## config.mk

```make
export PLATFORM = sky130hd
export DESIGN_NAME = odd_even_partition_unit
export DESIGN_NICKNAME = d
export VERILOG_FILES = /design/src/hw/rtl/oep_pkg.sv /design/src/hw/rtl/oep_ctrl.sv /design/src/hw/rtl/oep_dpath.sv /design/src/hw/rtl/odd_even_partition_unit.sv
export SDC_FILE = /design/constraint.sdc
export NUM_CORES = 2
export LEC_CHECK = 0
export ABC_AREA = 1
export BUFFER_PORTS_ARGS = -buffer_cell sky130_fd_sc_hd__buf_4
export CELL_PAD_IN_SITES_DETAIL_PLACEMENT = 1
export CELL_PAD_IN_SITES_GLOBAL_PLACEMENT = 1
export CORE_MARGIN = 1.5
export CORE_UTILIZATION = 30
export CTS_CLUSTER_DIAMETER = 150
export DETAILED_ROUTE_END_ITERATION = 12
export PLACE_DENSITY = 0.51
export SETUP_SLACK_MARGIN = 0.2
export SYNTH_ARGS = -nofsm -noshare
export SYNTH_HDL_FRONTEND = slang
export SYNTH_SLANG_ARGS = --single-unit
```

## constraint.sdc

```tcl
create_clock -name clk -period 5.6 [get_ports clk]
set_input_delay 0.56 -clock clk [delete_from_list [all_inputs] [get_ports clk]]
set_output_delay 0.56 -clock clk [all_outputs]
set_load 0.01 [all_outputs]
```

## src/hw/rtl/oep_pkg.sv

```systemverilog
package oep_pkg;

  typedef enum logic [3:0] {
    ST_LOAD,
    ST_INIT,
    ST_CHECK,
    ST_HRD,
    ST_HCHK,
    ST_TRD,
    ST_TCHK,
    ST_SWAP_H,
    ST_SWAP_T,
    ST_EMIT_RD,
    ST_EMIT
  } oep_state_t;

  // Commands from the sequencer to the datapath
  typedef struct packed {
    logic load_wr;
    logic init_ptrs;
    logic rd_head;
    logic rd_tail;
    logic rd_emit;
    logic head_inc;
    logic tail_dec;
    logic cap_h;
    logic cap_t;
    logic wr_h;
    logic wr_t;
    logic emit_inc;
    logic clr_count;
  } oep_cmd_t;

  // Status from the datapath back to the sequencer
  typedef struct packed {
    logic in_done;
    logic rd_odd;
    logic head_lt_n;
    logic tail_gt0;
    logic tail_gt_head;
    logic emit_last;
  } oep_sts_t;

endpackage

```

## src/hw/rtl/oep_ctrl.sv

```systemverilog
module oep_ctrl (
  input  logic              clk,
  input  logic              rst_n,
  input  logic              in_valid,
  output logic              in_ready,
  output logic              out_valid,
  input  logic              out_ready,
  input  oep_pkg::oep_sts_t sts,
  output oep_pkg::oep_cmd_t cmd
);
  import oep_pkg::*;

  oep_state_t state_r;
  oep_state_t state_nxt;

  always_ff @(posedge clk) begin
    if (!rst_n) begin
      state_r <= ST_LOAD;
    end else begin
      state_r <= state_nxt;
    end
  end

  always_comb begin
    state_nxt = state_r;
    cmd       = '0;
    in_ready  = 1'b0;
    out_valid = 1'b0;
    case (state_r)
      ST_LOAD: begin
        in_ready = 1'b1;
        if (in_valid) begin
          cmd.load_wr = 1'b1;
          if (sts.in_done) begin
            state_nxt = ST_INIT;
          end
        end
      end
      ST_INIT: begin
        cmd.init_ptrs = 1'b1;
        state_nxt     = ST_CHECK;
      end
      ST_CHECK: begin
        if (sts.tail_gt_head) begin
          state_nxt = ST_HRD;
        end else begin
          state_nxt = ST_EMIT_RD;
        end
      end
      // head scan: advance past odd words
      ST_HRD: begin
        if (sts.head_lt_n) begin
          cmd.rd_head = 1'b1;
          state_nxt   = ST_HCHK;
        end else begin
          state_nxt = ST_TRD;
        end
      end
      ST_HCHK: begin
        if (sts.rd_odd) begin
          cmd.head_inc = 1'b1;
          state_nxt    = ST_HRD;
        end else begin
          cmd.cap_h = 1'b1;
          state_nxt = ST_TRD;
        end
      end
      // tail scan: step back past even words
      ST_TRD: begin
        if (sts.tail_gt0) begin
          cmd.rd_tail = 1'b1;
          state_nxt   = ST_TCHK;
        end else begin
          state_nxt = ST_SWAP_H;
        end
      end
      ST_TCHK: begin
        if (!sts.rd_odd) begin
          cmd.tail_dec = 1'b1;
          state_nxt    = ST_TRD;
        end else begin
          cmd.cap_t = 1'b1;
          state_nxt = ST_SWAP_H;
        end
      end
      ST_SWAP_H: begin
        if (sts.tail_gt_head) begin
          cmd.wr_h  = 1'b1;
          state_nxt = ST_SWAP_T;
        end else begin
          state_nxt = ST_CHECK;
        end
      end
      ST_SWAP_T: begin
        cmd.wr_t  = 1'b1;
        state_nxt = ST_CHECK;
      end
      ST_EMIT_RD: begin
        cmd.rd_emit = 1'b1;
        state_nxt   = ST_EMIT;
      end
      ST_EMIT: begin
        out_valid = 1'b1;
        if (out_ready) begin
          if (sts.emit_last) begin
            cmd.clr_count = 1'b1;
            state_nxt     = ST_LOAD;
          end else begin
            cmd.emit_inc = 1'b1;
            state_nxt    = ST_EMIT_RD;
          end
        end
      end
      default: begin
        state_nxt = ST_LOAD;
      end
    endcase
  end

endmodule

```

## src/hw/rtl/oep_dpath.sv

```systemverilog
module oep_dpath #(
  parameter int MAX_WORDS = 64
) (
  input  logic               clk,
  input  logic               rst_n,
  input  oep_pkg::oep_cmd_t  cmd,
  output oep_pkg::oep_sts_t  sts,
  input  logic signed [31:0] in_value,
  input  logic               in_last,
  output logic signed [31:0] out_value_res,
  output logic               out_last_res
);
  import oep_pkg::*;

  localparam int AW = (MAX_WORDS > 1) ? $clog2(MAX_WORDS) : 1;
  localparam int CW = $clog2(MAX_WORDS + 1);
  localparam logic [CW-1:0] ONE_C  = CW'(1);
  localparam logic [CW:0]   ONE_W  = (CW + 1)'(1);
  localparam logic [CW-1:0] LAST_C = CW'(MAX_WORDS - 1);
  localparam logic [CW-1:0] FULL_C = CW'(MAX_WORDS);

  logic [31:0]   mem [MAX_WORDS];
  logic [31:0]   rdata_r;
  logic [31:0]   hword_r;
  logic [31:0]   tword_r;
  logic [CW-1:0] count_r;
  logic [CW-1:0] count_nxt;
  logic [CW-1:0] head_r;
  logic [CW-1:0] head_nxt;
  logic [CW-1:0] tp1_r;      // tail pointer plus one, so an empty tail reads as zero
  logic [CW-1:0] tp1_nxt;
  logic [CW-1:0] k_r;
  logic [CW-1:0] k_nxt;
  logic [CW-1:0] tail_idx;
  logic [AW-1:0] rd_addr;
  logic [AW-1:0] wr_addr;
  logic [31:0]   wr_data;
  logic          rd_en;
  logic          wr_en;

  assign tail_idx = tp1_r - ONE_C;

  always_comb begin
    if (cmd.rd_head) begin
      rd_addr = head_r[AW-1:0];
    end else if (cmd.rd_tail) begin
      rd_addr = tail_idx[AW-1:0];
    end else begin
      rd_addr = k_r[AW-1:0];
    end
  end

  always_comb begin
    if (cmd.load_wr) begin
      wr_addr = count_r[AW-1:0];
      wr_data = $unsigned(in_value);
    end else if (cmd.wr_h) begin
      wr_addr = head_r[AW-1:0];
      wr_data = tword_r;
    end else begin
      wr_addr = tail_idx[AW-1:0];
      wr_data = hword_r;
    end
  end

  assign rd_en = cmd.rd_head | cmd.rd_tail | cmd.rd_emit;
  assign wr_en = cmd.load_wr | cmd.wr_h | cmd.wr_t;

  always_ff @(posedge clk) begin
    if (wr_en) begin
      mem[wr_addr] <= wr_data;
    end
    if (rd_en) begin
      rdata_r <= mem[rd_addr];
    end
    if (cmd.cap_h) begin
      hword_r <= rdata_r;
    end
    if (cmd.cap_t) begin
      tword_r <= rdata_r;
    end
  end

  always_comb begin
    count_nxt = count_r;
    if (cmd.clr_count) begin
      count_nxt = '0;
    end else if (cmd.load_wr) begin
      count_nxt = count_r + ONE_C;
    end
    head_nxt = head_r;
    if (cmd.init_ptrs) begin
      head_nxt = '0;
    end else if (cmd.head_inc) begin
      head_nxt = head_r + ONE_C;
    end
    tp1_nxt = tp1_r;
    if (cmd.init_ptrs) begin
      tp1_nxt = count_r;
    end else if (cmd.tail_dec) begin
      tp1_nxt = tail_idx;
    end
    k_nxt = k_r;
    if (cmd.init_ptrs || cmd.clr_count) begin
      k_nxt = '0;
    end else if (cmd.emit_inc) begin
      k_nxt = k_r + ONE_C;
    end
  end

  always_ff @(posedge clk) begin
    if (!rst_n) begin
      count_r <= '0;
      head_r  <= '0;
      tp1_r   <= '0;
      k_r     <= '0;
    end else begin
      count_r <= count_nxt;
      head_r  <= head_nxt;
      tp1_r   <= tp1_nxt;
      k_r     <= k_nxt;
    end
  end

  // a full block closes as if the word were marked last
  assign sts.in_done      = in_last | (count_r == LAST_C);
  assign sts.rd_odd       = rdata_r[0];
  assign sts.head_lt_n    = head_r < count_r;
  assign sts.tail_gt0     = tp1_r != '0;
  assign sts.tail_gt_head = {1'b0, tp1_r} > ({1'b0, head_r} + ONE_W);
  assign sts.emit_last    = (k_r + ONE_C) == count_r;

  assign out_value_res = $signed(rdata_r);
  assign out_last_res  = sts.emit_last;

`ifndef SYNTH
  a_count_bound: assert property (@(posedge clk) disable iff (!rst_n)
    count_r <= FULL_C)
    else $error("word count past block size");
  a_head_rd_range: assert property (@(posedge clk) disable iff (!rst_n)
    cmd.rd_head |-> sts.head_lt_n)
    else $error("head read beyond block");
  a_tail_rd_range: assert property (@(posedge clk) disable iff (!rst_n)
    cmd.rd_tail |-> sts.tail_gt0)
    else $error("tail read below block");
  a_swap_order: assert property (@(posedge clk) disable iff (!rst_n)
    cmd.wr_h |=> (cmd.wr_t && $stable(head_r) && $stable(tp1_r)))
    else $error("swap halves split or pointers moved");
`endif

endmodule

```

## src/hw/rtl/odd_even_partition_unit.sv

```systemverilog
// Odd/even partition unit.
// Input channel (in_valid/in_ready, in_value, in_last): one signed 32-bit word
// per handshake. Words are stored until a word marked last arrives, or until
// MAX_WORDS words are held, which closes the block the same way.
// The block is then reordered in place, odd words first, with a two-pointer
// pass: the head scans up past odd words, the tail scans down past even words,
// and the pair is swapped while head is below tail.
// Output channel (out_valid/out_ready, out_value_res, out_last_res): one word
// per handshake, the whole block in order, out_last_res high on its final word.
// Loading writes each accepted word straight into the word memory. Each scan
// step of the pass is a memory read, then a test of bit 0; each swap writes the
// head word, then the tail word; each readout word is read, then presented. The
// word memory has one read port and one write port, and its reads are registered.
// in_ready is high only while loading; no word is taken during the pass or
// the readout. A stalled receiver simply holds the current output word.
// Reset clears the sequencer and the counters; the word memory is not cleared.
module odd_even_partition_unit #(
  parameter int MAX_WORDS = 64
) (
  input  logic               clk,
  input  logic               rst_n,
  input  logic               in_valid,
  output logic               in_ready,
  input  logic signed [31:0] in_value,
  input  logic               in_last,
  output logic               out_valid,
  input  logic               out_ready,
  output logic signed [31:0] out_value_res,
  output logic               out_last_res
);
  import oep_pkg::*;

  oep_cmd_t cmd;
  oep_sts_t sts;

  oep_ctrl u_ctrl (
    .clk       (clk),
    .rst_n     (rst_n),
    .in_valid  (in_valid),
    .in_ready  (in_ready),
    .out_valid (out_valid),
    .out_ready (out_ready),
    .sts       (sts),
    .cmd       (cmd)
  );

  oep_dpath #(
    .MAX_WORDS (MAX_WORDS)
  ) u_dpath (
    .clk           (clk),
    .rst_n         (rst_n),
    .cmd           (cmd),
    .sts           (sts),
    .in_value      (in_value),
    .in_last       (in_last),
    .out_value_res (out_value_res),
    .out_last_res  (out_last_res)
  );

endmodule
```

After elaboration in Yosys (flattened, before gate mapping)
Memories as Yosys holds them, arrays and structs flattened. A register that Yosys moved wholly into a read port is not among the register bits. Cells that the tools add are included.

Register bits after elaboration: 96. Memories kept: 1. Bits in writable memories: 2048. Latch bits: 0. Memory bits (read-only): 0. Input port bits: 37.

Shift operators: 0. Bitwise operators: 6. Equal/unequal tests: 15. $add $sub $neg: 5. $mul: 0. Reduce and logical (&&, ||, !) cells: 9. $lt $le $gt $ge: 2. Divide/modulo/power cells: 0. Multiplexer cells: 44.

Memories: u_dpath.mem (words 64, width 32, rd ports 1, clocked after Yosys merged registers in 1, wr ports 1, RTL line oep_dpath.sv:22) `logic [31:0] mem [MAX_WORDS];`.

Operators with widths (count): 32-bit two-way mux (2); 4-bit case mux with 10 select lines (1); 1-bit two-way mux (25); 4-bit two-way mux (6); 6-bit two-way mux (4); 7-bit by 1-bit adder with 7-bit output (second input constant) (3); 4-bit by 3-bit == test with 1-bit output (second input constant) (4); 7-bit two-way mux (2); 4-bit == test (second input constant) (3); 7-bit by 1-bit adder with 8-bit output (second input constant) (1); 4-bit by 2-bit == test with 1-bit output (second input constant) (2); 7-bit by 8-bit > comparator with 1-bit output (1); 2-bit OR reduction (4); 7-bit by 6-bit == test with 1-bit output (second input constant) (1); 7-bit == test (1); 7-bit < comparator (1); 7-bit nonzero test (1); 7-bit by 1-bit subtractor with 7-bit output (second input constant) (1); 2-bit two-way mux (3); 2-bit != test (second input constant) (3); 1-bit bitwise OR (5); 4-bit by 1-bit == test with 1-bit output (second input constant) (1); 4-bit zero test (1); 3-bit two-way mux (1); other kinds (4) (4).

Longest topological paths before layout
Word-level depth: 8. Gate-level depth with buffers: 21.

Cells and area by module
A second synthesis with hierarchy kept.

Cells, all modules: 9302. Area total of the unflattened synthesis: 95719.3 µm².

Modules (own cells, without submodules): oep_dpath (cells each 9221, instances 1, area each 95293.9 µm²); oep_ctrl (cells each 81, instances 1, area each 425.4 µm²).

Worst setup path before layout
No wires, ideal clock.

Path type: reg2reg. Start point: reg u_dpath.head_r[1]. End point: mem u_dpath.mem[0][1], data pin. Buffers on the path: 2. Arrival time: 4.809 ns. Library setup time: 0.702 ns. Cell stages (with the launch flop): 14. Setup slack: 0.089 ns. Period minus slack after synthesis: 5.511 ns. Cells stage by stage: dfxtp_1 ha_1 nand4_1 xor2_1 inv_1 ha_1 nand2_2 nor2_2 nand4_2 nand3_4 buf_6 clkbuf_1 nor2_1 o21ai_0.

Word-level cells in the longest chain between the ends: 6.

RTL lines: start: declaration (RTL line oep_dpath.sv:28) `logic [CW-1:0] head_r;`; start signal: assignment (RTL line oep_dpath.sv:119) `head_r <= head_nxt;`; 7-bit by 1-bit adder with 8-bit output (RTL line oep_dpath.sv:130) `assign sts.tail_gt_head = {1'b0, tp1_r} > ({1'b0, head_r} + ONE_W);`; 7-bit by 8-bit > comparator with 1-bit output (RTL line oep_dpath.sv:130); 1-bit two-way mux (RTL line oep_ctrl.sv:87) `if (sts.tail_gt_head) begin`; 1-bit two-way mux (RTL line oep_ctrl.sv:29) `case (state_r)`; 32-bit two-way mux (RTL line oep_dpath.sv:57) `end else if (cmd.wr_h) begin`; 32-bit two-way mux (RTL line oep_dpath.sv:54) `if (cmd.load_wr) begin`; net u_dpath.wr_data[1] (RTL line oep_dpath.sv:37) `logic [31:0] wr_data;`; end: declaration (RTL line oep_dpath.sv:22).

The timed path passes the listed nets, and every way through them passes these cells.

Final worst setup path
Start point: reg u_dpath.count_r[4]. End point: reg u_dpath.rdata_r[24] (netlist: u_dpath.out_value_res[24]), read port of u_dpath.mem, data pin.

Word-level cells in the longest chain between the ends: 5.

RTL lines: start: declaration (RTL line oep_dpath.sv:26) `logic [CW-1:0] count_r;`; start signal: assignment (RTL line oep_dpath.sv:118) `count_r <= count_nxt;`; 7-bit < comparator * (RTL line oep_dpath.sv:128) `assign sts.head_lt_n = head_r < count_r;`; 1-bit two-way mux * (RTL line oep_ctrl.sv:52) `if (sts.head_lt_n) begin`; 1-bit two-way mux * (RTL line oep_ctrl.sv:29); 1-bit bitwise OR (2 in series) (RTL line oep_dpath.sv:66) `assign rd_en = cmd.rd_head | cmd.rd_tail | cmd.rd_emit;`; end: declaration (RTL line oep_dpath.sv:23) `logic [31:0] rdata_r;`.

Every way passes the cells marked *; elsewhere a longest branch is shown, timed or not. A chain may end at the register's enable or synchronous reset.

==> impl_metrics.py <==
metrics = {
    "synthesis": {
        "synthMuxAreaShare_pct": 0,
        "yosysWarnings": 0,
        "synth_xor_area_share_pct": 0.174,
        "synth-simple-area-share_pct": 20.5,
        "synth_ff_type": "edfxtp_1",
        "synth_cells": 9294,
        "synth_fp_nets": 9349,
        "synth_top_family_by_area": "simple AND/OR/NAND/NOR gates",
        "synth_seq_cells": 2176,
        "yosysSeqAreaShare_pct": 68.1,
        "yosys.cell_types.count": 46,
        "yosysTopAreaCell": "edfxtp_1",
        "synth_compound_area_share_pct": 0.698,
        "synth_area_sq_um": 95500,
        "synthAdderAreaFrac_pct": 0.236,
        "synthArstFlopShare_pct": 0,
        "synth_edf_count": 2144,
        "syn_area_per_cell_sq_um": 10.3,
        "yosys-top-cells-area": "edfxtp_1 67%, nand3_1 11%, nand2_1 9.1%",
        "synth_top_area_share_pct": 67.4,
    },
    "hold_path": {
        "min_path_type": "input pin to flop",
        "whs_path_depth": 4,
    },
    "timing": {
        "setup_tns_ps": 0,
        "max_freq_mhz": 205,
        "fin_crit_ps": 4870,
        "period_share_pct": 87.0,
        "max_slew_margin_pct": 23.9,
        "clock_skew_ps": 81.8,
        "maxSlewViolCount": 0,
        "finalWorstSetupSlack_ps": 726,
        "final-setup-viol-count": 0,
        "finalHoldViolations": 0,
        "rsz0062_at_grt": "false",
        "worstMarginPinSlew_ps": 1140,
    },
    "global_routing": {
        "gr-total-overflow": 0,
        "antenna_found_initial": 17,
        "grt.total_usage_pct": 21.9,
        "grt_pass1_vias": 68400,
        "grt_max_degree": 98,
        "grt_pass1_wl_mm": 509,
    },
    "cts": {
        "cts.htree.levels": 4,
        "cts.sinks": 2176,
        "cts.reportedPaths.clkPinSlew_ps": 60,
        "cts_buffer_depth": 4,
        "clock_latency_ps": 950,
        "cts_resized": 0,
        "cts-root-buf": "clkbuf_16",
        "cts_buffers": 245,
        "cts_tree": "done",
    },
    "floorplanning": {
        "start_util_pct": 30.2,
        "ios": 72,
        "std_cell_rows": 206,
        "die_h_microns": 567,
        "dieWidth_microns": 567,
        "die_area_sq_um": 322000,
        "core_area_sq_um": 316000,
    },
    "run": {
        "drv_cap": 0,
    },
    "pwr": {
        "leakage_uw": 0.0461,
        "clkPwrFrac_pct": 42.7,
        "sw_frac_of_total_pct": 24.5,
        "p_int_uw": 28400,
        "powerDensity_nw_per_um2": 336,
        "pwr-share-comb_pct": 7.2,
        "vdd_ir_drop_max_v": 0.000270,
        "p_sw_uw": 9210,
        "seqPwrFrac_pct": 50.2,
    },
    "placed_design": {
        "port_buffers": 71,
        "place.gp.congestion": 0.831,
        "post-place-ws_ps": 697,
        "place_hpwl_mm": 209,
    },
    "worst_setup_path": {
        "cp.required_ps": 6350,
        "end_kind": "flop",
        "path_class": "flop to flop",
        "max_stage_delay_ps": 620,
        "cpMostUsedCell": "nand3_1",
        "path_max_fanout": 64,
        "rrSetupSlack_ps": 730,
        "crit_chain": "clkinv_1, ha_1, nand2_1, nand2_1, a21oi_2, nand3_4, clkinv_2, nand2_1, nand2_8, buf_12, buf_4, nand3_1, nand3_1, nand3_1, nand3_1, nand3_1, nand2_1",
        "cp.arrival_ps": 5620,
        "startpoint_type": "flop",
        "rr_worst_depth": 17,
        "crit_slowest_cell": "nand2_8",
    },
    "routing": {
        "first_pass_iters": 5,
        "drt_iter0_drc": 5797,
        "dr_total_vias": 67600,
        "drc": 0,
        "drtAntennaViolNets": 0,
        "wire_per_inst_microns": 25.8,
        "drt_wl_total_mm": 357,
        "vias_per_cell": 4.88,
    },
    "layout": {
        "synthToLayoutAreaGrowth_pct": 17.0,
        "drive_above_1_share_pct": 9.18,
        "final_nets": 9534,
        "fill_cells": 34800,
        "final_util_pct": 35.4,
    },
    "status": {
        "outcome": "finished clean",
    },
}
==> cells by family (layout without fill, tap and decap cells) <==
family,Yosys count,in the layout
AOI/OAI and AO/OA,121,121
xor gates and xnor gates,19,19
adders and majority gates,18,18
buffers and inverters,2457,2842
DFF,2176,2176
other,0,6
and+or+nand+nor,4503,4503
==> layer usage <==
metal  part of all wire (%)  GRT usage, %  wire [microns]  vias to the layer above
met1                     45          30.2          163000                    35100
li1                       -             -               -                    30500
met3                    4.7          2.48           16700                      405
met4                    2.1          5.05            7640                        2
met2                     48          36.7          171000                     1567
met5                 0.0036             0              13                        -
==> layout by cell type (no fill, tap or decap), drive strengths merged, types with 18 or more instances in the layout <==
cell type,instances
nand2,2316
edfxtp,2144
nand3,2019
inv,1990
buf,405
clkbuf,303
nor2,143
clkinv,115
o21ai,79
dfxtp,32
a21oi,26
bufinv,22
ha,18
==> worst paths after layout <==
check	start	end
max	u_dpath.count_r[4]	u_dpath.out_value_res[24]
min	out_ready	u_ctrl.state_r[3]
max reg2reg	u_dpath.count_r[4]	u_dpath.out_value_res[24]
min reg2reg	u_dpath.out_value_res[23]	u_dpath.hword_r[23]
==> registers in the layout (all words and copies together) (netlist names) <==
| name | count |
|---|---|
| u_dpath.head_r | 7 |
| u_dpath.count_r | 7 |
| u_dpath.mem | 2048 |
| u_dpath.out_value_res | 32 |
| u_dpath.tword_r | 32 |
| u_dpath.tp1_r | 7 |
| u_dpath.hword_r | 32 |
| u_dpath.k_r | 7 |
| u_ctrl.state_r | 4 |
==> power groups by stage <==
stage	clock [uW]	sequential [uW]	combinational, uW
3_3_place_gp	0	19200	2670
6_report	16000	18900	2690
3_5_place_dp	0	19200	2710
4_1_cts	16400	18900	2710
2_1_floorplan	0	19200	1050
5_1_grt	16900	18900	2860
==> cell type report <==
cell class              count  area (sq um)  area share [%]
clock inverters           144          1410            1.26
repair buffers            406          4540            4.06
diodes                      6          15.0          0.0134
multi-input cells        4661         21600            19.4
well taps                4160          5200            4.66
clock buffers             303          6410            5.74
inverters                1989          7480            6.70
flip-flops and latches   2176         65000            58.2
==> critical path: cells and delay by family (launching register included) <==
kind                     cells  cell delay (ps)
AO/OA/AOI/OAI                1              310
buffers and inverters        4             1160
adder cells (fa/ha/maj)      1              390
flip-flops                   1              380
AND/OR/NAND/NOR             11             2280
==> cell usage after synthesis (10+ instances only) <==
cell type  number
a21oi_1        24
buf_1          12
buf_2         367
buf_4          23
clkbuf_1       59
dfxtp_1        32
edfxtp_1     2144
ha_1           18
inv_1        1977
nand2_1      2305
nand2_2        10
nand3_1      2011
nand4_1        14
nor2_1        136
o21ai_0        75
xor2_1         14
==> repair_timing <==
item | 4_1_cts | 5_1_grt
hold buffers | 1 | 0
buffers inserted | 0 | 0
endpoints found under the hold margin | 3 | 0
==> metrics by stage <==
stage	hold WS [ps]	instance area (sq um)	cells	total power [uW]
4_1_cts	28.8	112000	13800	38000
3_5_place_dp	478	104000	13400	21900
2_1_floorplan	457	95500	9294	20300
5_1_grt	97.3	112000	13800	38700
3_3_place_gp	470	104000	13400	21900
6_report	108	112000	13800	37600
Power figures use the tool's default switching activity.
